`src/rtl/core/swam_pkg.sv`:
```
// shared types and codes of the sliding window anagram matcher
package swam_pkg;

  localparam int KIND_W = 2;
  localparam int SYM_W  = 5;

  // request kinds on the input side
  localparam logic [KIND_W-1:0] KIND_CLEAR = 2'd0;
  localparam logic [KIND_W-1:0] KIND_PAT   = 2'd1;
  localparam logic [KIND_W-1:0] KIND_TEXT  = 2'd2;

  // operations handed from front to back
  localparam logic [1:0] OP_CLR = 2'd0;
  localparam logic [1:0] OP_PAT = 2'd1;
  localparam logic [1:0] OP_TXT = 2'd2;

  // depth of the op queue and of the result queue
  localparam int Q_DEPTH = 4;

  typedef struct packed {
    logic [1:0]       op;
    logic [SYM_W-1:0] sym;
    logic [SYM_W-1:0] leaving;
    logic             add_en;
    logic             rem_en;
    logic             full;
    logic             ovf;
  } swam_op_t;

  typedef struct packed {
    logic window_full;
    logic match_now;
    logic found;
    logic pattern_overflow;
  } swam_res_t;

endpackage

```
`src/rtl/core/swam_back.sv`:
```
// back end: per-letter histogram difference lanes, match and found tracking
module swam_back #(
  parameter int MAX_PATTERN = 1024,
  parameter int ALPHABET    = 26
) (
  input  logic                clk,
  input  logic                rst_n,
  input  logic                q_empty,
  input  swam_pkg::swam_op_t  q_data,
  output logic                q_pop,
  input  logic                r_full,
  output logic                r_push,
  output swam_pkg::swam_res_t r_data
);
  import swam_pkg::*;

  localparam int DW = $clog2(MAX_PATTERN + 1) + 1;

  // window count minus pattern count, one lane per letter
  logic signed [DW-1:0] diff_r [ALPHABET];
  logic signed [DW-1:0] diff_nxt [ALPHABET];
  logic                 found_r, found_nxt;
  logic                 is_txt, all_zero, match, up, dn;

  assign is_txt = (q_data.op == OP_TXT);
  assign q_pop  = !q_empty && (!is_txt || !r_full);
  assign r_push = q_pop && is_txt;

  always_comb begin
    all_zero  = 1'b1;
    found_nxt = found_r;
    for (int l = 0; l < ALPHABET; l++) begin
      up = 1'b0;
      dn = 1'b0;
      case (q_data.op)
        OP_PAT: dn = (int'(q_data.sym) == l);
        OP_TXT: begin
          up = q_data.add_en && (int'(q_data.sym) == l);
          dn = q_data.rem_en && (int'(q_data.leaving) == l);
        end
        default: begin
        end
      endcase
      if (q_data.op == OP_CLR) begin
        diff_nxt[l] = '0;
      end else if (up && !dn) begin
        diff_nxt[l] = diff_r[l] + DW'(1);
      end else if (dn && !up) begin
        diff_nxt[l] = diff_r[l] - DW'(1);
      end else begin
        diff_nxt[l] = diff_r[l];
      end
      all_zero = all_zero && (diff_nxt[l] == '0);
    end
    match = q_data.full && all_zero;
    if (q_data.op == OP_CLR) begin
      found_nxt = 1'b0;
    end else if (is_txt && match) begin
      found_nxt = 1'b1;
    end
    r_data.window_full      = q_data.full;
    r_data.match_now        = match;
    r_data.found            = found_nxt;
    r_data.pattern_overflow = q_data.ovf;
  end

  always_ff @(posedge clk) begin
    if (!rst_n) begin
      for (int l = 0; l < ALPHABET; l++) begin
        diff_r[l] <= '0;
      end
      found_r <= 1'b0;
    end else if (q_pop) begin
      for (int l = 0; l < ALPHABET; l++) begin
        diff_r[l] <= diff_nxt[l];
      end
      found_r <= found_nxt;
    end
  end

  a_clear_drops_found: assert property (@(posedge clk) disable iff (!rst_n)
    (q_pop && q_data.op == OP_CLR) |=> !found_r)
    else $error("found flag survived a clear");

endmodule

```
`config.mk`:
```
export PLATFORM = sky130hd
export DESIGN_NAME = swam_back
export DESIGN_NICKNAME = d
export VERILOG_FILES = /design/src/rtl/core/swam_pkg.sv /design/src/rtl/core/swam_back.sv
export SDC_FILE = /design/constraint.sdc
export NUM_CORES = 1
export LEC_CHECK = 0
export BUFFER_PORTS_ARGS = -buffer_cell sky130_fd_sc_hd__buf_2
export CORE_MARGIN = 2
export CORE_UTILIZATION = 35
export DETAILED_ROUTE_END_ITERATION = 10
export PLACE_DENSITY_LB_ADDON = 0.12
export SLEW_MARGIN = 25
export SYNTH_ARGS = -nofsm -noshare
export SYNTH_HDL_FRONTEND = slang
export SYNTH_SLANG_ARGS = --single-unit
```
`constraint.sdc`:
```
create_clock -name clk -period 14.76 [get_ports clk]
set_input_delay 4.428 -clock clk [delete_from_list [all_inputs] [get_ports clk]]
set_output_delay 4.428 -clock clk [all_outputs]
set_load 0.03 [all_outputs]
```
==> flow_metrics.py <==
metrics = {
    "worst_setup_path": {
        "crit_type": "input pin to primary output",
        "crit_chain": "buf_2, inv_1, ha_1, buf_4, nand4b_2, o22a_1, nor4b_1, o21ai_0, a221oi_1, buf_4, nand4_1, o41ai_1, buf_4, o2111a_1, o21ai_0, nor3_2, buf_4, buf_2",
        "crit_top_cell": "buf_4",
        "arrival_ns": 10.08,
        "crit_required_ns": 10.33,
        "cp-end-kind": "primary output",
        "cp_max_fo": 30,
        "cp-start-kind": "input pin",
        "r2r-start": "diff_r[1][111]",
        "crit_slowest_cell": "a221oi_1",
        "worstRegToRegCells": 10,
        "critPathMaxStageDelay_ns": 0.68,
        "r2r_setup_slack_ns": 10.49,
        "r2r_end": "found_r",
        "cp_top_family": "compound AO/OA/AOI/OAI gates",
        "critPathBufInv": 7,
    },
    "clock_tree": {
        "clk_pin_slew_worst_paths_ns": 0.06,
        "cts_tree": "built",
        "clock_latency_ns": 0.60,
        "clockBufferDepth": 3,
        "post_cts_buffers": 0,
        "ctsHoldBuffers": 0,
        "numCtsBuffers": 43,
        "ctsResizeCount": 0,
        "clock-sinks": 313,
        "root_buffer": "clkbuf_16",
        "cts_htree_levels": 2,
    },
    "logic_synthesis": {
        "synth_top_family_by_area": "simple AND/OR/NAND/NOR gates",
        "ys.flop_type": "edfxtp_1",
        "synthCells": 2898,
        "syn_nets": 2973,
        "synth_edf_count": 312,
        "avgSynthCellArea_um2": 8.86,
        "async_flop_share_pct": 0,
        "synthAdderAreaFrac_pct": 2.76,
        "synth_compound_gate_area_share_pct": 16.6,
        "ys_warn_count": 0,
        "synthMuxAreaShare_pct": 1.24,
        "ys_ff_latch": 313,
        "netlist_area_um2": 25700,
        "yosys.area_share.xor_xnor_pct": 7.84,
        "synth_cell_types": 107,
        "synthSimpleGateAreaFrac_pct": 30.8,
        "ys_seq_area_share_pct": 36.6,
    },
    "place": {
        "placed_area_um2": 27400,
        "hpwl_um": 95200,
        "port_buffers": 23,
        "place_worst_setup_slack_ns": 0.208,
        "gp_congestion": 1.00,
    },
    "die": {
        "dieHeight_um": 275,
        "die_area_um2": 75600,
        "design.core.area_um2": 72800,
        "start_util_pct": 35.3,
        "ios": 26,
        "rows": 99,
        "die_x_um": 275,
    },
    "sta": {
        "setup_tns_ns": 0,
        "max_slew_margin_pct": 19.1,
        "layout_min_cycle_time_ns": 14.51,
        "worstMarginPinSlew_ns": 1.21,
        "setup_viol": 0,
        "drv_slew": 0,
        "rsz0062_at_grt": "no",
        "min_period_over_period_pct": 98.3,
        "fin_skew_ns": 0.0182,
        "fin_ws_ns": 0.254,
        "max_freq_ghz": 0.0689,
        "hold_viol": 0,
    },
    "power_and_ir_drop": {
        "p_total_mw": 2.68,
        "leakagePower_nw": 9.58,
        "pwr_density_cell_nw_per_um2": 93.4,
        "peakVddDrop_mv": 0.0807,
    },
    "routing": {
        "drc": 0,
        "drt-total-wl_um": 124000,
        "wl_per_cell_um": 31.8,
        "viasPerCell": 6.52,
        "routed-via-count": 25500,
        "dr.pass1.iters": 6,
        "drtIter0Drc": 3147,
        "ant_nets": 0,
    },
    "final_layout": {
        "areaGrowthSynthToFinish_pct": 11.8,
        "drive_gt1_share_pct": 10.3,
        "stdcell_area_um2": 28700,
        "fin_nets": 2997,
    },
    "global_routing": {
        "antenna_found_initial": 9,
        "grtUsageTotal_pct": 32.3,
        "grt_pass1_wl_um": 176000,
        "grt_max_degree": 70,
        "grt_pass1_vias": 23500,
        "overflow": 0,
    },
    "worst_hold_path": {
        "hold_depth": 2,
        "hold-path-endpoint": "found_r",
        "hp-start": "found_r",
        "hold_path.class": "flop to flop",
    },
    "outcome": {
        "status": "completed",
    },
    "run": {
        "cap_violations": 0,
    },
}
registers in the layout, indices dropped and copies added, names as in the netlist:
register,flops
diff_r,312
found_r,1
cell usage after synthesis, types with 13 or more instances:
cell	count	share of area, %
o211ai_1	21	0.61
xnor2_1	128	4.4
inv_1	84	1.2
and4_1	30	1.0
nand4_1	84	2.0
and3_1	97	2.4
buf_2	43	0.84
o21a_1	17	0.50
mux2i_1	19	0.74
a21oi_1	68	1.3
o2111ai_1	29	0.99
a31oi_1	33	0.80
o32ai_1	26	0.89
nor2_1	352	5.1
a32oi_1	39	1.3
nor4_1	92	2.2
ha_1	55	2.7
and2_1	97	2.4
nand2_1	155	2.3
nor3_1	173	3.4
nor4b_1	16	0.55
nand3_1	109	2.1
xor2_1	102	3.5
nor2b_1	23	0.56
or2_2	19	0.46
or4_1	38	1.1
a211oi_1	28	0.82
clkbuf_1	107	1.6
nand4b_1	16	0.55
or3_1	47	1.1
o22ai_1	40	0.97
a22oi_1	37	1.1
a2111oi_0	19	0.65
edfxtp_1	312	36
a41oi_1	13	0.44
o21ai_0	73	1.4
area by class of cell:
cell class	count	area, µm²
Clock inverter	19	199
Sequential cell	313	9390
Multi-Input combinational cell	2329	15400
Antenna cell	5	12.5
Tap cell	959	1200
Fill cell	7428	44100
Inverter	85	319
Clock buffer	54	1120
Timing Repair Buffer	150	1130
cells by family (layout without fill, tap and decap cells):
family,count (synthesis),after routing
AO/OA/AOI/OAI,567,567
multiplexers,30,30
adder cells (fa/ha/maj),57,57
XOR/XNOR,230,230
other,0,5
AND/OR/NAND/NOR,1445,1445
buffers and inverters,256,308
flip-flops,313,313
worst max path at each step:
stage | start | endpoint | slack, ns | depth (start not counted)
after floorplan | q_data[14] | diff_r[0][0] | 1.30 | 6
after global placement | q_data[14] | r_data[2] | 0.28 | 19
after detailed placement | q_data[14] | r_data[2] | 0.21 | 19
after CTS | q_data[14] | r_data[2] | 0.18 | 19
after global routing | q_data[14] | r_data[2] | 0.18 | 18
final | q_data[14] | r_data[2] | 0.25 | 18
cell usage in the layout (no fill, tap or decap), types with 84 or more instances in the layout:
cell type  netlist  final
nand2_1        155    153
nand3_1        109    108
inv_1           84     84
nor2_1         352    350
xor2_1         102    102
buf_4           10    122
nand4_1         84     84
edfxtp_1       312    312
and3_1          97     97
nor4_1          92     92
and2_1          97     96
xnor2_1        128    126
nor3_1         173    172
worst register-to-register path, cell delays in order, from the launching register on:
cell       delay [ns]
edfxtp_1         0.51
or3_1            0.40
a2111oi_0        0.43
a32oi_1          0.16
mux2_2           0.40
a2111oi_0        0.90
o2111ai_1        0.43
nor3_1           0.30
o2111a_1         0.31
nand4_1          0.17
o21ai_1          0.19
through the flow:
step	cells	util [%]	hold WS [ns]
after global routing	3909	39.4	0.542
final	3914	39.4	0.498
after CTS	3908	39.4	0.488
after floorplan	2898	-	0.426
after detailed placement	3835	37.6	0.479
after global placement	3835	37.5	0.441
report_power, final:
group	switching, mW	internal, mW	total, mW
Combinational	0.353	0.153	0.506
Sequential	0.0898	1.05	1.14
Clock	0.435	0.602	1.04
per-layer routing:
metal / up-vias / GRT usage [%] / share of wire, %
li1: 11200 / - / -
met1: 12600 / 42.9 / 41
met2: 1388 / 50.0 / 44
met3: 287 / 6.54 / 9.4
met4: 6 / 16.2 / 6.0
met5: - / 0 / 0.027
Power figures use the tool's default switching activity.
