==> src/rtl/core/swam_fifo.sv <==
// small first-in first-out queue with registered storage
module swam_fifo #(
  parameter int WIDTH = 8,
  parameter int DEPTH = 4
) (
  input  logic             clk,
  input  logic             rst_n,
  input  logic             push,
  input  logic [WIDTH-1:0] wdata,
  output logic             full,
  input  logic             pop,
  output logic [WIDTH-1:0] rdata,
  output logic             empty
);

  localparam int PW = (DEPTH > 1) ? $clog2(DEPTH) : 1;
  localparam int CW = $clog2(DEPTH + 1);

  logic [WIDTH-1:0] mem_r [DEPTH];
  logic [PW-1:0]    wr_r, wr_nxt;
  logic [PW-1:0]    rd_r, rd_nxt;
  logic [CW-1:0]    cnt_r, cnt_nxt;
  logic             do_push, do_pop;

  assign full    = (cnt_r == CW'(DEPTH));
  assign empty   = (cnt_r == '0);
  assign do_push = push && !full;
  assign do_pop  = pop && !empty;
  assign rdata   = mem_r[rd_r];

  always_comb begin
    wr_nxt  = wr_r;
    rd_nxt  = rd_r;
    cnt_nxt = cnt_r;
    if (do_push) begin
      wr_nxt = (wr_r == PW'(DEPTH - 1)) ? '0 : wr_r + PW'(1);
    end
    if (do_pop) begin
      rd_nxt = (rd_r == PW'(DEPTH - 1)) ? '0 : rd_r + PW'(1);
    end
    if (do_push && !do_pop) begin
      cnt_nxt = cnt_r + CW'(1);
    end else if (do_pop && !do_push) begin
      cnt_nxt = cnt_r - CW'(1);
    end
  end

  always_ff @(posedge clk) begin
    if (!rst_n) begin
      wr_r  <= '0;
      rd_r  <= '0;
      cnt_r <= '0;
    end else begin
      wr_r  <= wr_nxt;
      rd_r  <= rd_nxt;
      cnt_r <= cnt_nxt;
    end
  end

  always_ff @(posedge clk) begin
    if (do_push) begin
      mem_r[wr_r] <= wdata;
    end
  end

endmodule

==> config.mk <==
export PLATFORM = sky130hd
export DESIGN_NAME = swam_fifo
export DESIGN_NICKNAME = d
export VERILOG_FILES = /design/src/rtl/core/swam_fifo.sv
export SDC_FILE = /design/constraint.sdc
export NUM_CORES = 1
export LEC_CHECK = 0
export BUFFER_PORTS_ARGS = -buffer_cell sky130_fd_sc_hd__buf_2
export CAP_MARGIN = 10
export CELL_PAD_IN_SITES_DETAIL_PLACEMENT = 1
export CELL_PAD_IN_SITES_GLOBAL_PLACEMENT = 1
export CORE_ASPECT_RATIO = 1.4
export CORE_MARGIN = 3
export CORE_UTILIZATION = 45
export DETAILED_ROUTE_END_ITERATION = 10
export GPL_ROUTABILITY_DRIVEN = 0
export PLACE_DENSITY = 0.72
export SYNTH_ARGS = -nofsm -noshare
export SYNTH_HDL_FRONTEND = slang
export SYNTH_SLANG_ARGS = --single-unit
==> constraint.sdc <==
create_clock -name clk -period 3.45 [get_ports clk]
set_input_delay 0.69 -clock clk [delete_from_list [all_inputs] [get_ports clk]]
set_output_delay 0.69 -clock clk [all_outputs]
set_load 0.01 [all_outputs]
==> results.ini, run 1 <==
[status]
outcome=complete, no violations

[min_path]
min_path_type=flop to flop

[timing]
maxSlewViolCount=0
fin_crit_sh_pct=69.26
rsz0062_at_grt=false
worst_slew_pin_slew_ns=0.6059
finalSetupViolCount=0
clock_skew_ns=0.008185
hold_violations=0
timing.fmax_ghz=0.4185
layout_min_cycle_time_ns=2.390
relSlewSlack_pct=59.26
setup_tns_ns=0

[global_routing]
grt_pass1_vias=919
grt-ovfl-total=0
antenna_found_initial=0
grt_max_degree=13
grt_pass1_wl_microns=4843
grt_use_total_pct=15.43

[detailed_routing]
drtPass1Iterations=4
ant_nets=0
wl_microns=2767
first_iter_violations=19
vias=828
via_per_inst=5.241
drc=0
post_drt_wl_per_cell_microns=17.51

[final_layout]
fin_util_pct=54.76
n_fill_cell=359
antennaDiodeCount=0
finalNetCount=136
syn2layout_area_growth_pct=15.58
drive_above_1_share_pct=31.36
fin_area_sq_um=1884

[worst_setup_path]
worst_path_max_delay_cell=dfxtp_1
endpoint_kind=output port
path_buf_inv=1
path_max_fanout=8
worstSetupStartpointType=flop
critPathKind=flop to output port
worstPathCellList=mux4_2 > buf_2
cp_top_family=flip-flops
critPathArrivalTime_ns=1.70
worst_path_largest_cell_delay_ns=0.67
crit_required_ns=2.76

[yosys]
synth_area_per_cell_sq_um=17.53
syn-cell-area_sq_um=1630
synth_cell_types=23
synth_nets=112
yosys.area.top_type=edfxtp_1
yosysTopAreaCellShare_pct=58.94
synth.area.top_cells=edfxtp_1, dfxtp_1, mux4_2
synth_seq_area_share_pct=69.99
async_flop_share_pct=0
synthCells=93
synth_edf_count=32
yosys.cell_count.top_type=edfxtp_1
ys_ff_latch=41
synth-warning-count=0
yosys-top-cells-count=edfxtp_1, dfxtp_1, mux4_2
synthFlopType=edfxtp_1

[floorplan]
io_pins=22
start_util_pct=47.38
core_sq_um=3441
die_area_sq_um=4392
die_h_microns=77.22
die_w_microns=56.87
rows=25

[clocking]
hold_buffers=0
clk_path_buf_depth=2
numCtsBuffers=5
post-cts-setup-buffers=0
clock-root-buffer=clkbuf_8
cts_tree=built
clkSinkCount=41
clock_latency_ns=0.29
h-tree-depth=2
cts-resized-gates=0
path_clk_slew_ns=0.08

[placed_design]
dpl-instance-area_sq_um=1768
dp_hpwl_microns=2041
portBuffers=21

[job]
drv_cap=0

[pwr]
leakage_uw=0.0006903
max-vdd-ir-drop_v=0.0005045
power_density_nw_per_um2=732.3

[final timing paths]
| check | start | endpoint | slack (ns) | cells past startpoint |
|---|---|---|---|---|
| worst max-delay path | flop | rdata[3] | 1.06 | 2 |
| worst min-delay path | wr_r[1]$_SDFFE_PN0P_ | wr_r[1]$_SDFFE_PN0P_ | 0.51 | 2 |
| worst max register to register | cnt_r[0]$_SDFFE_PN0P_ | cnt_r[2]$_SDFFE_PN0P_ | 1.07 | 7 |
| worst min register to register | wr_r[1]$_SDFFE_PN0P_ | wr_r[1]$_SDFFE_PN0P_ | 0.51 | 2 |
[placed cells by master (no fill, tap or decap), types with 2 or more instances in the layout]
master     n
and2_1     5
buf_2     21
clkbuf_8   6
dfxtp_1    9
edfxtp_1  32
ha_1       6
inv_1      3
mux2i_1    3
mux4_2     8
nand2_1    6
nand3_1    2
nor2_1     2
nor2b_1    2
o21ai_0    3
[routing by layer]
metal	track usage, %	vias up	wire, microns
li1	-	395	-
met5	0	-	0
met1	17.85	407	1079
met2	25.58	21	1488
met4	7.657	0	61
met3	4.714	5	138
[power breakdown]
part / internal [uW] / switching [uW] / total, uW
registers: 608 / 67.1 / 675
logic: 167 / 147 / 314
clock network: 236 / 155 / 391
[cell type report]
cell class,instances,area (sq um),area share (%)
flip-flops and latches,41,1141,60.56
clock buffers,7,86.33,4.582
multi-input cells,45,460.4,24.44
clock inverters,1,30.03,1.594
inverters,3,11.26,0.5976
well taps,40,50.05,2.656
repair buffers,21,105.1,5.578
[registers in the layout (all words and copies together), names as in the netlist, named ones only]
| name | count |
|---|---|
| mem_r | 32 |
| wr_r | 2 |
| rd_r | 2 |
| cnt_r | 3 |
[stage by stage]
stage                     instances  setup slack, ns  hold WS, ns  power, uW
after floorplan                  93            1.261       0.4677      898.4
after global placement          150           0.9690       0.4920      993.3
after detailed placement        150           0.8172       0.5067       1010
after CTS                       158           0.9961       0.5169       1408
after global routing            158           0.8352       0.5584       1481
final                           158            1.060       0.5085       1380
[kinds of logic (layout without fill, tap and decap cells)]
kind of cell	after synthesis	count (layout)	synth area share, %
fa+ha+maj	7	7	5.833
xor+xnor	2	2	1.075
simple gates	20	20	6.600
compound gates	5	5	1.842
buf+inv	7	32	1.765
mux	11	11	12.89
flops	41	41	69.99
[worst min-delay path, cell delays in order (launching register included)]
cell and delay [ns]:
dfxtp_1 0.35, nand2_1 0.06, mux2i_1 0.05
No activity file was read; power rests on OpenSTA's default activity.
==> run 2, diff against run 1 <==
==> constraint.sdc (replaced) <==
create_clock -name clk -period 2.35 [get_ports clk]
set_input_delay 0.47 -clock clk [delete_from_list [all_inputs] [get_ports clk]]
set_output_delay 0.47 -clock clk [all_outputs]
set_load 0.01 [all_outputs]
==> results.ini, run 2 (same netlist as run 1, synthesis figures left out) <==
[detailed_routing]
vias=844  ; was 828
ant_nets=0  ; unchanged
wl_microns=2699  ; was 2767 microns
first_iter_violations=18  ; was 19
via_per_inst=5.242  ; was 5.241
drc=0  ; unchanged
drtPass1Iterations=4  ; unchanged
post_drt_wl_per_cell_microns=16.76  ; was 17.51 microns

[global_routing]
grt_use_total_pct=14.81  ; was 15.43%
grt_max_degree=14  ; was 13
antenna_found_initial=0  ; unchanged
grt-ovfl-total=0  ; unchanged
grt_pass1_wl_microns=4685  ; was 4843 microns
grt_pass1_vias=940  ; was 919

[floorplan]
core_sq_um=3441  ; unchanged
die_area_sq_um=4392  ; unchanged
die_w_microns=56.87  ; unchanged
io_pins=22  ; unchanged
rows=25  ; unchanged
start_util_pct=47.38  ; unchanged
die_h_microns=77.22  ; unchanged

[clocking]
clkSinkCount=41  ; unchanged
clk_path_buf_depth=2  ; unchanged
clock_latency_ns=0.29  ; about the same
post-cts-setup-buffers=0  ; unchanged
clock-root-buffer=clkbuf_8  ; unchanged
numCtsBuffers=5  ; unchanged
h-tree-depth=2  ; unchanged
cts_tree=built  ; unchanged
path_clk_slew_ns=0.08  ; about the same

[worst_setup_path]
crit_required_ns=2.56  ; was 2.76 ns
cp_top_family=adder cells  ; was flip-flops
critPathArrivalTime_ns=2.32  ; was 1.70 ns
worst_path_max_delay_cell=dfxtp_1  ; unchanged
ff2ff_setup_slack_ns=0.25  ; was 1.07 ns
worstPathCellList=nor3b_2 > nor2b_1 > ha_1 > inv_1 > fa_1 > xor2_1 > or3_1 > a21boi_0  ; was mux4_2 > buf_2
worst_path_largest_cell_delay_ns=0.47  ; was 0.67 ns
path_buf_inv=1  ; unchanged
endpoint_kind=flop  ; was output port
path_max_fanout=5  ; was 8
worstSetupStartpointType=flop  ; unchanged
critPathKind=flop to flop  ; was flop to output port

[final_layout]
top_register=mem_r  ; unchanged
final_common_cell=edfxtp_1  ; unchanged
n_fill_cell=343  ; was 359
drive_above_1_share_pct=34.71  ; was 31.36%
layout_common_cells=edfxtp_1, buf_2, dfxtp_1  ; unchanged
largest_reg_flops=32  ; unchanged
top_regs=mem_r: 32 flops, cnt_r: 3 flops  ; unchanged
antennaDiodeCount=0  ; unchanged
finalNetCount=139  ; was 136
syn2layout_area_growth_pct=18.34  ; was 15.58%

[timing]
relSlewSlack_pct=70.09  ; was 59.26%
worst_slew_pin_slew_ns=0.4487  ; was 0.6059 ns
setup_tns_ns=0  ; unchanged
finalSetupViolCount=0  ; unchanged
layout_min_cycle_time_ns=2.105
fin_crit_sh_pct=89.57
rsz0062_at_grt=false  ; unchanged
hold_violations=0  ; unchanged
maxSlewViolCount=0  ; unchanged
clock_skew_ns=0.006195  ; was 0.008185 ns
timing.fmax_ghz=0.4751

[pwr]
seqPwrFrac_pct=45.7  ; was 48.9%
leakage_uw=0.0007140  ; was 0.0006903 uW
p_sw_uw=550.5  ; was 369.3 uW
p_comb_share_pct=23.7  ; was 22.7%
max-vdd-ir-drop_v=0.0007417  ; was 0.0005045 V
sw_frac_of_total_pct=25.83  ; was 26.76%
p_clk_share_pct=30.6  ; was 28.3%
power_density_nw_per_um2=1104  ; was 732.3 nW/um^2
power.internal_uw=1580  ; was 1011 uW
total_power_uw=2131  ; was 1380 uW

[job]
drv_cap=0  ; unchanged

[placed_design]
portBuffers=21  ; unchanged
dp_hpwl_microns=1959  ; was 2041 microns

[status]
outcome=complete, no violations  ; unchanged

[min_path]
min_path_type=input port to flop  ; was flop to flop

[run 2: cell types whose count changed in the layout (fill, tap and decap cells not counted)]
| cell | before | now |
|---|---|---|
| clkinv_2 | 0 | 1 |
| buf_4 | 0 | 3 |
| clkbuf_1 | 1 | 0 |
| clkbuf_8 | 6 | 5 |
| o31ai_1 | 1 | 0 |
| o31ai_2 | 0 | 1 |
| bufinv_16 | 1 | 2 |
[run 2: stage by stage]
step	area [sq um]	worst slack (ns)	hold slack (ns)	utilization, %	instances
2_1_floorplan	1630	0.2571	0.4677	-	93
3_3_place_gp	1790	0.3237	0.4896	52.04	153
4_1_cts	1924	0.1866	0.3815	55.93	161
3_5_place_dp	1790	0.2266	0.5013	52.04	153
6_report	1929	0.2451	0.3967	56.07	161
5_1_grt	1929	0.001736	0.3874	56.07	161
[run 2: final timing paths]
check | start | cells past startpoint | to
setup / recovery | cnt_r[0]$_SDFFE_PN0P_ | 8 | cnt_r[2]$_SDFFE_PN0P_
hold / removal | wdata[3] | 1 | mem_r[1][3]$_DFFE_PP_
setup reg to reg | cnt_r[0]$_SDFFE_PN0P_ | 8 | cnt_r[2]$_SDFFE_PN0P_
hold reg to reg | wr_r[1]$_SDFFE_PN0P_ | 2 | wr_r[1]$_SDFFE_PN0P_
[run 2: final cells by class]
| type | count | area, sq um | area share (%) |
|---|---|---|---|
| clock inverters | 3 | 65.06 | 3.372 |
| repair buffers | 24 | 127.6 | 6.615 |
| multi-input cells | 45 | 465.4 | 24.12 |
| clock buffers | 5 | 68.82 | 3.567 |
| flip-flops and latches | 41 | 1141 | 59.14 |
| inverters | 3 | 11.26 | 0.5837 |
| well taps | 40 | 50.05 | 2.594 |
[run 2: metal layers]
layer / track usage (%) / vias up / part of all wire [%] / routed length, microns
li1: - / 402 / - / -
met1: 15.74 / 415 / 38 / 1030
met2: 26.16 / 20 / 56 / 1510
met3: 4.040 / 7 / 3.4 / 92
met4: 7.657 / 0 / 2.4 / 65
met5: 0 / - / 0 / 0
[run 2: power by group through the flow]
stage / Combinational (uW) / Sequential, uW / Clock, uW
floorplan: 368 / 951 / 0
global placement: 494 / 982 / 0
detailed placement: 514 / 993 / 0
CTS: 519 / 978 / 669
global route: 575 / 993 / 704
finish: 505 / 974 / 652
[run 2: timing repair]
action,4_1_cts,5_1_grt
gates resized for setup,0,1
hold buffers,0,0
setup endpoints to repair,0,1
[run 2: worst reg2reg max path, cell delays in order (launching register included)]
cell and delay (ns):
dfxtp_1 0.47, nor3b_2 0.08, nor2b_1 0.19, ha_1 0.22, inv_1 0.07, fa_1 0.38
xor2_1 0.16, or3_1 0.29, a21boi_0 0.16
==> run 3, diff against run 2 <==
==> constraint.sdc (replaced) <==
create_clock -name clk -period 2.05 [get_ports clk]
set_input_delay 0.41 -clock clk [delete_from_list [all_inputs] [get_ports clk]]
set_output_delay 0.41 -clock clk [all_outputs]
set_load 0.01 [all_outputs]
==> results.ini, run 3 (same netlist as run 1, synthesis figures left out) <==
[floorplan]
die_area_sq_um=4392  ; unchanged
rows=25  ; unchanged
core_sq_um=3441  ; unchanged
die_w_microns=56.87  ; unchanged
io_pins=22  ; unchanged
start_util_pct=47.38  ; unchanged
die_h_microns=77.22  ; unchanged

[worst_setup_path]
ff2ff_setup_slack_ns=0.05  ; was 0.25 ns
worstSetupStartpointType=flop  ; unchanged
critPathArrivalTime_ns=2.21  ; was 2.32 ns
r2r-end=cnt_r[2]$_SDFFE_PN0P_  ; unchanged
reg2reg_depth=8  ; unchanged
critPathKind=flop to flop  ; unchanged
path_max_fanout=5  ; unchanged
timing.rr.start=cnt_r[2]$_SDFFE_PN0P_  ; was cnt_r[0]$_SDFFE_PN0P_
crit_required_ns=2.26  ; was 2.56 ns
endpoint_kind=flop  ; unchanged

[min_path]
worstHoldPathCells=1  ; unchanged
hp-start=wdata[2]  ; was wdata[3]
min_path_type=input port to flop  ; unchanged
holdPathEnd=mem_r[1][2]$_DFFE_PP_  ; was mem_r[1][3]$_DFFE_PP_

[final_layout]
final_common_cell=edfxtp_1  ; unchanged
fin_util_pct=56.51  ; was 56.07%
layout_common_cells=edfxtp_1, buf_2, mux4_2  ; was edfxtp_1, buf_2, dfxtp_1
top_regs=mem_r: 32 flops, cnt_r: 3 flops  ; unchanged
drive_above_1_share_pct=39.02  ; was 34.71%
largest_reg_flops=32  ; unchanged
finalNetCount=141  ; was 139
syn2layout_area_growth_pct=19.26  ; was 18.34%
antennaDiodeCount=0  ; unchanged
top_register=mem_r  ; unchanged
stdcell_count=163  ; was 161

[timing]
setup_slack_ns=0.05180  ; was 0.2451 ns
fin_crit_sh_pct=97.47  ; was 89.57%
timing.fmax_ghz=0.5005  ; was 0.4751 GHz
layout_min_cycle_time_ns=1.998  ; was 2.105 ns
setup_tns_ns=0  ; unchanged
fin_hold_ws_ns=0.3404  ; was 0.3967 ns
clock_skew_ns=0.003706  ; was 0.006195 ns
hold_violations=0  ; unchanged
relSlewSlack_pct=71.19  ; was 70.09%
maxSlewViolCount=0  ; unchanged
rsz0062_at_grt=true  ; was false
worst_slew_pin_slew_ns=0.4322  ; was 0.4487 ns
finalSetupViolCount=0  ; unchanged

[clocking]
cts_tree=built  ; unchanged
clk_path_buf_depth=2  ; unchanged
clkSinkCount=41  ; unchanged
clock-root-buffer=clkbuf_8  ; unchanged
path_clk_slew_ns=0.07  ; was 0.08 ns
clock_latency_ns=0.28  ; was 0.29 ns
h-tree-depth=2  ; unchanged
numCtsBuffers=5  ; unchanged

[status]
outcome=complete, no violations  ; unchanged

[global_routing]
grt_use_total_pct=15.70  ; was 14.81%
grt-ovfl-total=0  ; unchanged
grt_pass1_vias=1029  ; was 940
grt_pass1_wl_microns=5057  ; was 4685 microns
antenna_found_initial=0  ; unchanged
grt_max_degree=13  ; was 14

[pwr]
p_sw_uw=651.4  ; was 550.5 uW
p_clk_share_pct=26.8  ; was 30.6%
power_density_nw_per_um2=1241  ; was 1104 nW/um^2
p_comb_share_pct=26.8  ; was 23.7%
seqPwrFrac_pct=46.3  ; was 45.7%
sw_frac_of_total_pct=26.99  ; was 25.83%
leakage_uw=0.0007149  ; was 0.0007140 uW
power.internal_uw=1762  ; was 1580 uW
max-vdd-ir-drop_v=0.0008515  ; was 0.0007417 V

[placed_design]
portBuffers=21  ; unchanged
dpl.cell_count=154  ; was 153
dp_hpwl_microns=2145  ; was 1959 microns
post-place-ws_ns=-0.05676  ; was 0.2266 ns

[detailed_routing]
via_per_inst=5.227  ; was 5.242
drc=0  ; unchanged
vias=852  ; was 844
post_drt_wl_per_cell_microns=18.05  ; was 16.76 microns
drtPass1Iterations=4  ; unchanged
ant_nets=0  ; unchanged
first_iter_violations=8  ; was 18
wl_microns=2942  ; was 2699 microns

[job]
drv_cap=0  ; unchanged

==> run 3: worst max-delay path by stage <==
stage                                from                    end  slack (ns)  depth (start not counted)
CTS                 cnt_r[2]$_SDFFE_PN0P_  cnt_r[2]$_SDFFE_PN0P_        0.01                          8
detailed placement  cnt_r[1]$_SDFFE_PN0P_  cnt_r[2]$_SDFFE_PN0P_       -0.06                          8
global placement    cnt_r[1]$_SDFFE_PN0P_  cnt_r[2]$_SDFFE_PN0P_        0.12                          7
finish              cnt_r[2]$_SDFFE_PN0P_  cnt_r[2]$_SDFFE_PN0P_        0.05                          8
floorplan           cnt_r[0]$_SDFFE_PN0P_  cnt_r[2]$_SDFFE_PN0P_        0.02                          9
global route        cnt_r[2]$_SDFFE_PN0P_  cnt_r[2]$_SDFFE_PN0P_       -0.10                          8
==> run 3: what timing repair did <==
item / in CTS / in global routing
setup endpoints to repair: 1 / 1
pin swaps: 0 / 1
resized for setup: 4 / 3
hold buffers: 0 / 0
setup buffers: 1 / 0
==> run 3: layout make-up <==
cell class | instances | area, sq um
clock buffers | 7 | 86.33
clock inverters | 1 | 30.03
fillers | 341 | 1496
inverters | 3 | 11.26
multi-input cells | 45 | 479.2
flip-flops and latches | 41 | 1145
well taps | 40 | 50.05
repair buffers | 26 | 142.6
==> run 3: through the flow <==
| stage | cell area, sq um | total power (uW) |
|---|---|---|
| 2_1_floorplan | 1635 | 1517 |
| 3_3_place_gp | 1803 | 1710 |
| 3_5_place_dp | 1803 | 1753 |
| 4_1_cts | 1932 | 2417 |
| 5_1_grt | 1944 | 2574 |
| 6_report | 1944 | 2413 |
==> run 3: power by group through the flow <==
| stage | registers (uW) | logic [uW] | clock network (uW) |
|---|---|---|---|
| detailed placement | 1130 | 627 | 0 |
| floorplan | 1090 | 425 | 0 |
| global placement | 1110 | 598 | 0 |
| finish | 1120 | 648 | 647 |
| global route | 1130 | 733 | 710 |
| CTS | 1110 | 645 | 662 |
==> run 3: critical path: stages, from the launching register on <==
cell and delay (ns):
dfxtp_2 0.35, nor3b_2 0.17, nor2b_1 0.17, ha_2 0.20, inv_1 0.06, fa_2 0.36, xor2_1 0.16, or3_1 0.32
a21boi_1 0.14
==> run 3: metal layers <==
metal	vias to the layer above	track usage (%)	wire length [microns]
met5	-	0	0
met4	0	6.265	42
met3	5	3.367	133
met2	21	29.63	1696
met1	420	16.35	1070
li1	406	-	-
